### src/hdl/bge_pkg.sv
// Package: types, codes and tables of the button gesture event detector.
package bge_pkg;

	// Configuration port
	localparam int CFG_INDEX_W = 2;
	localparam int CFG_DATA_W  = 16;

	localparam logic [CFG_INDEX_W-1:0] REG_LONG_PRESS   = 2'd0;
	localparam logic [CFG_INDEX_W-1:0] REG_REPEAT       = 2'd1;
	localparam logic [CFG_INDEX_W-1:0] REG_DOUBLE_CLICK = 2'd2;

	localparam logic [CFG_DATA_W-1:0] LONG_PRESS_RST   = 16'd500;
	localparam logic [CFG_DATA_W-1:0] REPEAT_RST       = 16'd200;
	localparam logic [CFG_DATA_W-1:0] DOUBLE_CLICK_RST = 16'd200;

	// Depth of the run queue between front and back
	localparam int QUEUE_DEPTH_DEF = 2;

	// Event codes
	typedef enum logic [3:0] {
		EV_PRESSED       = 4'd0,
		EV_CHANGED       = 4'd1,
		EV_PRESSING      = 4'd2,
		EV_LONG          = 4'd3,
		EV_REPEAT        = 4'd4,
		EV_DOUBLE        = 4'd5,
		EV_LONG_RELEASED = 4'd6,
		EV_SHORT         = 4'd7,
		EV_CLICKED       = 4'd8,
		EV_RELEASED      = 4'd9
	} ev_code_t;

	// Emission slots, in the order events leave within one run
	localparam int SLOT_N           = 11;
	localparam int SLOT_PRESSED     = 0;
	localparam int SLOT_CHANGED_ON  = 1;
	localparam int SLOT_PRESSING    = 2;
	localparam int SLOT_LONG        = 3;
	localparam int SLOT_REPEAT      = 4;
	localparam int SLOT_DOUBLE      = 5;
	localparam int SLOT_LONG_REL    = 6;
	localparam int SLOT_SHORT       = 7;
	localparam int SLOT_CLICKED     = 8;
	localparam int SLOT_RELEASED    = 9;
	localparam int SLOT_CHANGED_OFF = 10;

	localparam ev_code_t SLOT_CODE [SLOT_N] = '{
		EV_PRESSED, EV_CHANGED, EV_PRESSING, EV_LONG, EV_REPEAT, EV_DOUBLE,
		EV_LONG_RELEASED, EV_SHORT, EV_CLICKED, EV_RELEASED, EV_CHANGED
	};

	typedef logic [SLOT_N-1:0] slot_mask_t;

	// Input item: one scan of the button
	typedef struct packed {
		logic        pressed;
		logic [31:0] now_ms;
	} in_item_t;

	// Result item: one event
	typedef struct packed {
		logic [3:0] event_code;
		logic       last_of_run;
		logic [7:0] click_count;
	} out_item_t;

	// Run descriptor handed from front to back
	typedef struct packed {
		slot_mask_t  slots;
		logic [7:0]  click_count;
	} run_t;

	// Map a one-hot slot to its event code
	function automatic logic [3:0] slot_code(input slot_mask_t onehot);
		logic [3:0] code;
		code = '0;
		for (int i = 0; i < SLOT_N; i++) begin
			if (onehot[i]) begin
				code = code | SLOT_CODE[i];
			end
		end
		return code;
	endfunction

endpackage

### src/hdl/bge_fifo.sv
// Short register queue carrying run descriptors from front to back.
module bge_fifo #(
	parameter int DEPTH = bge_pkg::QUEUE_DEPTH_DEF
) (
	input  logic          clk,
	input  logic          arst_n,
	input  logic          push,
	input  bge_pkg::run_t push_data,
	output logic          full,
	input  logic          pop,
	output bge_pkg::run_t pop_data,
	output logic          nonempty
);

	localparam int PTR_W = (DEPTH > 1) ? $clog2(DEPTH) : 1;
	localparam int CNT_W = $clog2(DEPTH + 1);
	localparam logic [PTR_W-1:0] PTR_LAST = PTR_W'(DEPTH - 1);
	localparam logic [CNT_W-1:0] CNT_FULL = CNT_W'(DEPTH);

	bge_pkg::run_t      mem_q [DEPTH];
	logic [PTR_W-1:0]   wr_ptr_q;
	logic [PTR_W-1:0]   rd_ptr_q;
	logic [CNT_W-1:0]   count_q;

	assign full     = (count_q == CNT_FULL);
	assign nonempty = (count_q != '0);
	assign pop_data = mem_q[rd_ptr_q];

	// Store pushed descriptors
	always_ff @(posedge clk) begin
		if (push) begin
			mem_q[wr_ptr_q] <= push_data;
		end
	end

	// Advance pointers and fill count
	always_ff @(posedge clk or negedge arst_n) begin
		if (!arst_n) begin
			wr_ptr_q <= '0;
			rd_ptr_q <= '0;
			count_q  <= '0;
		end else begin
			if (push) begin
				wr_ptr_q <= (wr_ptr_q == PTR_LAST) ? '0 : wr_ptr_q + 1'b1;
			end
			if (pop) begin
				rd_ptr_q <= (rd_ptr_q == PTR_LAST) ? '0 : rd_ptr_q + 1'b1;
			end
			if (push && !pop) begin
				count_q <= count_q + 1'b1;
			end else if (pop && !push) begin
				count_q <= count_q - 1'b1;
			end
		end
	end

endmodule

### src/hdl/bge_front.sv
// Front end: accepts scans, keeps button state and classifies each scan into a run.
module bge_front (
	input  logic                                clk,
	input  logic                                arst_n,
	input  logic                                in_valid,
	output logic                                in_stall,
	input  bge_pkg::in_item_t                   in_data,
	input  logic                                cfg_we,
	input  logic [bge_pkg::CFG_INDEX_W-1:0]     cfg_index,
	input  logic [bge_pkg::CFG_DATA_W-1:0]      cfg_data,
	output logic                                push,
	output bge_pkg::run_t                       push_data,
	input  logic                                queue_full
);

	logic [15:0] long_ms_q;
	logic [15:0] repeat_ms_q;
	logic [15:0] double_ms_q;

	logic        held_q;
	logic        long_active_q;
	logic [31:0] press_stamp_q;
	logic [31:0] repeat_stamp_q;
	logic [31:0] release_stamp_q;
	logic [7:0]  dcount_q;

	logic        accept;
	logic        press_rise;
	logic        release_fall;
	logic [31:0] el_press;
	logic [31:0] el_repeat;
	logic [31:0] el_release;
	logic        long_reached;
	logic        fire_long;
	logic        fire_repeat;
	logic        fire_double;
	logic [7:0]  count_next;
	bge_pkg::slot_mask_t slots;

	assign in_stall = queue_full;
	assign accept   = in_valid && !queue_full;

	// Classify the scan against the held state
	always_comb begin
		press_rise   = in_data.pressed && !held_q;
		release_fall = !in_data.pressed && held_q;
		el_press     = press_rise ? '0 : in_data.now_ms - press_stamp_q;
		el_repeat    = in_data.now_ms - repeat_stamp_q;
		el_release   = in_data.now_ms - release_stamp_q;
		long_reached = (el_press >= {16'd0, long_ms_q});
		fire_long    = in_data.pressed && long_reached && !long_active_q;
		fire_repeat  = in_data.pressed && long_reached && long_active_q
			&& (el_repeat >= {16'd0, repeat_ms_q});
		fire_double  = release_fall && (el_release < {16'd0, double_ms_q});
		count_next   = dcount_q + {7'd0, fire_double};

		slots = '0;
		slots[bge_pkg::SLOT_PRESSED]     = press_rise;
		slots[bge_pkg::SLOT_CHANGED_ON]  = press_rise;
		slots[bge_pkg::SLOT_PRESSING]    = in_data.pressed;
		slots[bge_pkg::SLOT_LONG]        = fire_long;
		slots[bge_pkg::SLOT_REPEAT]      = fire_repeat;
		slots[bge_pkg::SLOT_DOUBLE]      = fire_double;
		slots[bge_pkg::SLOT_LONG_REL]    = release_fall && long_active_q;
		slots[bge_pkg::SLOT_SHORT]       = release_fall && !long_reached;
		slots[bge_pkg::SLOT_CLICKED]     = release_fall;
		slots[bge_pkg::SLOT_RELEASED]    = release_fall;
		slots[bge_pkg::SLOT_CHANGED_OFF] = release_fall;
	end

	// Queue a run only when the scan causes events
	assign push                  = accept && (slots != '0);
	assign push_data.slots       = slots;
	assign push_data.click_count = count_next;

	// Hold configuration registers
	always_ff @(posedge clk or negedge arst_n) begin
		if (!arst_n) begin
			long_ms_q   <= bge_pkg::LONG_PRESS_RST;
			repeat_ms_q <= bge_pkg::REPEAT_RST;
			double_ms_q <= bge_pkg::DOUBLE_CLICK_RST;
		end else if (cfg_we) begin
			unique case (cfg_index)
				bge_pkg::REG_LONG_PRESS:   long_ms_q   <= cfg_data;
				bge_pkg::REG_REPEAT:       repeat_ms_q <= cfg_data;
				bge_pkg::REG_DOUBLE_CLICK: double_ms_q <= cfg_data;
				default: ;
			endcase
		end
	end

	// Update button state on each transfer
	always_ff @(posedge clk or negedge arst_n) begin
		if (!arst_n) begin
			held_q          <= 1'b0;
			long_active_q   <= 1'b0;
			press_stamp_q   <= '0;
			repeat_stamp_q  <= '0;
			release_stamp_q <= '0;
			dcount_q        <= '0;
		end else if (accept) begin
			held_q   <= in_data.pressed;
			dcount_q <= count_next;
			if (press_rise) begin
				press_stamp_q <= in_data.now_ms;
			end
			if (fire_long || fire_repeat) begin
				repeat_stamp_q <= in_data.now_ms;
			end
			if (fire_long) begin
				long_active_q <= 1'b1;
			end else if (release_fall) begin
				long_active_q <= 1'b0;
			end
			if (release_fall) begin
				release_stamp_q <= in_data.now_ms;
			end
		end
	end

endmodule

### src/hdl/bge_back.sv
// Back end: walks each queued run and emits its events one per cycle while the output is not stalled.
module bge_back (
	input  logic               clk,
	input  logic               arst_n,
	input  logic               queue_nonempty,
	input  bge_pkg::run_t      queue_data,
	output logic               pop,
	output logic               out_valid,
	input  logic               out_stall,
	output bge_pkg::out_item_t out_data
);

	bge_pkg::slot_mask_t slots_q;
	logic [7:0]          count_q;
	logic                out_valid_q;
	bge_pkg::out_item_t  out_data_q;

	logic                busy;
	logic                adv;
	bge_pkg::slot_mask_t pick;
	bge_pkg::slot_mask_t rest;

	// Pick the earliest pending slot
	always_comb begin
		busy = (slots_q != '0);
		adv  = busy && (!out_valid_q || !out_stall);
		pick = slots_q & (~slots_q + 1'b1);
		rest = slots_q & ~pick;
		pop  = queue_nonempty && (!busy || (adv && (rest == '0)));
	end

	// Load the next run or drop the emitted slot
	always_ff @(posedge clk or negedge arst_n) begin
		if (!arst_n) begin
			slots_q <= '0;
		end else if (pop) begin
			slots_q <= queue_data.slots;
		end else if (adv) begin
			slots_q <= rest;
		end
	end

	always_ff @(posedge clk) begin
		if (pop) begin
			count_q <= queue_data.click_count;
		end
	end

	// Hold the event in the output register until transfer
	always_ff @(posedge clk or negedge arst_n) begin
		if (!arst_n) begin
			out_valid_q <= 1'b0;
		end else if (adv) begin
			out_valid_q <= 1'b1;
		end else if (!out_stall) begin
			out_valid_q <= 1'b0;
		end
	end

	always_ff @(posedge clk) begin
		if (adv) begin
			out_data_q.event_code  <= bge_pkg::slot_code(pick);
			out_data_q.last_of_run <= (rest == '0);
			out_data_q.click_count <= count_q;
		end
	end

	assign out_valid = out_valid_q;
	assign out_data  = out_data_q;

endmodule

### src/hdl/button_gesture_event_detector.sv
// Top level of the button gesture event detector.
// Each accepted scan (button level plus a 32-bit millisecond timestamp) is
// classified in the cycle it is taken and yields a run of zero to six events,
// ending with last_of_run set; a scan with the button up and not held gives
// none. Scans are taken one per cycle while the run queue (QUEUE_DEPTH
// entries) has room; the back end emits one event per cycle from a run while
// the output is not stalled and starts the next run in the cycle after its
// last event, so a stream of scans is held to the pace at which the single
// event output register passes their events, one to six per scan.
// Timers are wrapping 32-bit differences against the three 16-bit registers:
// 0 long_press_ms, 1 repeat_ms, 2 double_click_ms; index 3 is ignored.
module button_gesture_event_detector #(
	parameter int QUEUE_DEPTH = bge_pkg::QUEUE_DEPTH_DEF
) (
	input  logic                            clk,
	input  logic                            arst_n,
	input  logic                            in_valid,
	output logic                            in_stall,
	input  bge_pkg::in_item_t               in_data,
	output logic                            out_valid,
	input  logic                            out_stall,
	output bge_pkg::out_item_t              out_data,
	input  logic                            cfg_we,
	input  logic [bge_pkg::CFG_INDEX_W-1:0] cfg_index,
	input  logic [bge_pkg::CFG_DATA_W-1:0]  cfg_data
);

	logic          push;
	bge_pkg::run_t push_data;
	logic          queue_full;
	logic          pop;
	bge_pkg::run_t pop_data;
	logic          queue_nonempty;

	bge_front u_front (
		.clk        (clk),
		.arst_n     (arst_n),
		.in_valid   (in_valid),
		.in_stall   (in_stall),
		.in_data    (in_data),
		.cfg_we     (cfg_we),
		.cfg_index  (cfg_index),
		.cfg_data   (cfg_data),
		.push       (push),
		.push_data  (push_data),
		.queue_full (queue_full)
	);

	bge_fifo #(
		.DEPTH (QUEUE_DEPTH)
	) u_fifo (
		.clk       (clk),
		.arst_n    (arst_n),
		.push      (push),
		.push_data (push_data),
		.full      (queue_full),
		.pop       (pop),
		.pop_data  (pop_data),
		.nonempty  (queue_nonempty)
	);

	bge_back u_back (
		.clk            (clk),
		.arst_n         (arst_n),
		.queue_nonempty (queue_nonempty),
		.queue_data     (pop_data),
		.pop            (pop),
		.out_valid      (out_valid),
		.out_stall      (out_stall),
		.out_data       (out_data)
	);

endmodule

### config.mk
export PLATFORM = sky130hd
export DESIGN_NAME = button_gesture_event_detector
export DESIGN_NICKNAME = d
export VERILOG_FILES = /design/src/hdl/bge_pkg.sv /design/src/hdl/bge_fifo.sv /design/src/hdl/bge_front.sv /design/src/hdl/bge_back.sv /design/src/hdl/button_gesture_event_detector.sv
export SDC_FILE = /design/constraint.sdc
export NUM_CORES = 1
export LEC_CHECK = 0
export BUFFER_PORTS_ARGS = -buffer_cell sky130_fd_sc_hd__buf_2
export CORE_UTILIZATION = 40
export DETAILED_ROUTE_END_ITERATION = 12
export PLACE_DENSITY = 0.57
export SYNTH_ARGS = -nofsm -noshare
export SYNTH_HDL_FRONTEND = slang
export SYNTH_SLANG_ARGS = --single-unit
export TNS_END_PERCENT = 10
### constraint.sdc
create_clock -name clk -period 5.9 [get_ports clk]
set_input_delay 0.295 -clock clk [delete_from_list [all_inputs] [get_ports clk]]
set_output_delay 0.295 -clock clk [all_outputs]
set_load 0.01 [all_outputs]
==> flow_metrics.tcl <==
set metrics [dict create \
    fmax_mhz 173.4 \
    end_kind "register" \
    cp.required_ns 6.22 \
    cts_made_buffers 27 \
    crit_cells 28 \
    syn_inst 1642 \
    synth-edff-count 53 \
    crit_path_max_incr_delay_ns 0.36 \
    synthToLayoutAreaGrowth_pct 16.12 \
    min_period_over_period_pct 97.76 \
    hpwlAfterDp_mm 30.33 \
    ys_seq_area_share_pct 37.30 \
    grt_pass1_vias 12170 \
    yosys_warnings 0 \
    fin_cells 2295 \
    ys.flop_type "dfrtp_1" \
    antenna_found_initial 1 \
    rsz0062_at_grt "true" \
    clock_path_buffers 3 \
    grt_max_degree 69 \
    report.power.total_mw 10.33 \
    hold-path-cell-count 3 \
    grt_pass1_wl_mm 64.55 \
    synth-seq-cells 223 \
    cts_tree "built" \
    path_class "reg2reg" \
    slowest_stage "dfrtp_1" \
    yosysMostFrequentCell "inv_1" \
    dr.pass1.iters 4 \
    drc 0 \
    synth_top_area_share_pct 25.16 \
    status "completed" \
    drtIter0Drc 447 \
    startpoint_type "register" \
    path_clk_slew_ns 0.06 \
    cp_max_fo 4 \
    cts_root_buffer "clkbuf_16" \
    drt_wl_total_mm 39.71 \
    die-area_mm2 0.04008 \
    netlist_area_mm2 0.01571 \
    path_buf_inv 3 \
    r2r_cells 28 \
    std_cell_rows 72 \
    gr-total-overflow 0 \
    maxCapViolCount 0 \
    die_w_um 200.2 \
    portBuffers 70 \
    gp_congestion 0.9027 \
    core_mm2 0.03874 \
    synth_nets 1844 \
    num_io_pins 71 \
    drive_above_1_share_pct 20.50 \
    via_per_inst 5.385 \
    initial_core_util_pct 40.57 \
    critPathArrivalTime_ns 6.09 \
    skew_ns 0.02327 \
    synth_top_cell_by_area "dfrtp_1" \
    setup_viol 0 \
    hold_viol_final 0 \
    cts_sinks 223 \
    leakage_nw 8.358 \
    hp-class "in2reg" \
    worst_slack_ns 0.1321 \
    slew_headroom_pct 21.57 \
    layout_min_cycle_time_ns 5.768 \
    final_antenna_net_count 0 \
    cp_top_family "compound AO/OA/AOI/OAI gates" \
    clk_latency_ns 0.57 \
    ir_drop_uv 346.1 \
    ys_async_sr_fraction_pct 76.23 \
    yosys-top-cells-area "dfrtp_1 25%, ha_1 11%, edfxtp_1 10%, mux2_2 7.7%, inv_1 4.1%" \
    synth_cell_types 81 \
    num_vias 12360 \
    p_per_area_mw_per_mm2 566.1 \
    grt_usage_pct 19.85 \
    dieHeight_um 200.2 \
    synth.avg_cell_area_um2 9.570 \
    pre_cts_slack_ns -0.4604 \
    slew_viol_final 0 \
    cts.htree.levels 1 \
    wire_per_inst_um 17.30 \
    synthTopCellsByCount "173 x inv_1, 158 x dfrtp_1, 143 x ha_1" \
    tightestPinTransition_ns 1.173 \
    nets 1957 \
    dp.cells 2228 \
]
-- per-layer routing --
| metal | up-vias | wire length (um) | track usage (%) |
|---|---|---|---|
| met4 | 2 | 1234 | 6.538 |
| met1 | 5970 | 18580 | 26.89 |
| met2 | 229 | 18400 | 32.61 |
| met5 | - | 7 | 0 |
| met3 | 68 | 1484 | 2.668 |
| li1 | 6089 | - | - |
-- sequential cells by signal (all words and copies together), names as in the netlist --
| signal | count |
|---|---|
| u_fifo.mem_q | 32 |
| u_front.press_stamp_q | 32 |
| u_front.release_stamp_q | 32 |
| u_front.repeat_stamp_q | 32 |
| u_front.double_ms_q | 16 |
| u_front.long_ms_q | 16 |
| u_front.repeat_ms_q | 16 |
| u_back.out_data | 13 |
| u_back.slots_q | 11 |
| u_back.count_q | 8 |
| u_front.dcount_q | 8 |
| u_fifo.count_q | 2 |
| u_back.out_valid | 1 |
| u_fifo.rd_ptr_q | 1 |
| u_fifo.wr_ptr_q | 1 |
| u_front.held_q | 1 |
| u_front.long_active_q | 1 |
-- report_power, final --
group / internal, mW / switching (mW)
Combinational: 2.63 / 3.34
Sequential: 2.20 / 0.296
Clock: 1.17 / 0.697
Total: 6.00 / 4.33
-- what timing repair did --
action | CTS | global route
endpoints found under the hold margin | 78 | 0
hold buffers | 12 | 0
pin swaps | 6 | 14
resized for setup | 9 | 37
buffers inserted | 3 | 2
endpoints found under the setup margin | 22 | 19
-- metrics by stage --
step / area [um^2] / utilization [%] / hold WS (ns) / TNS, ns
floorplan: 15710 / - / -0.0005911 / 0
global placement: 16850 / 43.51 / 0.2850 / -2.349
detailed placement: 16850 / 43.51 / 0.2886 / -5.848
CTS: 18030 / 46.55 / 0.01083 / 0
global route: 18250 / 47.10 / 0.03112 / -1.428
finish: 18250 / 47.11 / 0.03669 / 0
-- path summary, 6_finish.rpt --
path / slack, ns / end / startpoint
worst max-delay path: 0.13 / u_fifo.mem_q[1][7] / u_front.release_stamp_q[1]
worst min-delay path: 0.04 / u_front.long_ms_q[10] / cfg_data[10]
worst max register to register: 0.13 / u_fifo.mem_q[1][7] / u_front.release_stamp_q[1]
worst min register to register: 0.42 / u_back.out_data[4] / u_back.count_q[4]
max in group asynchronous: 4.34 / u_front.long_active_q / arst_n
min in group asynchronous: 0.25 / u_front.repeat_ms_q[9] / arst_n
-- cell type report --
| type | instances | area (um^2) |
|---|---|---|
| diodes | 1 | 2.502 |
| clock buffers | 33 | 718.2 |
| clock inverters | 17 | 279.0 |
| fillers | 3708 | 20490 |
| inverters | 173 | 649.4 |
| multi-input cells | 1200 | 9220 |
| flip-flops and latches | 223 | 5861 |
| well taps | 518 | 648.1 |
| repair buffers | 130 | 869.6 |
-- kinds of logic (layout without fill, tap and decap cells) --
kind of cell / count (synthesis) / in the layout / share of synthesized area, %
AO/OA/AOI/OAI: 413 / 413 / 16.70
XOR/XNOR: 81 / 81 / 4.515
adder cells (fa/ha/maj): 147 / 147 / 11.83
buffers and inverters: 219 / 353 / 5.566
flip-flops: 223 / 223 / 37.30
multiplexers: 152 / 152 / 11.47
other: 0 / 1 / 0
AND/OR/NAND/NOR: 407 / 407 / 12.63
-- cell usage in the layout (no fill, tap or decap), types with 27 or more instances in the layout --
master,count
inv_1,171
dfrtp_1,158
ha_1,138
nand2_1,126
a21oi_1,124
mux2_2,108
nor2_1,104
o21ai_0,88
buf_2,69
edfxtp_1,53
buf_4,44
xnor2_1,42
xor2_1,36
a21o_1,35
mux2_4,29
clkbuf_16,27
-- worst min-delay path, cell delays in order --
cell and delay [ns]:
buf_2 0.12, nand2_1 0.05, o21ai_0 0.08
No activity file was read; power rests on OpenSTA's default activity.
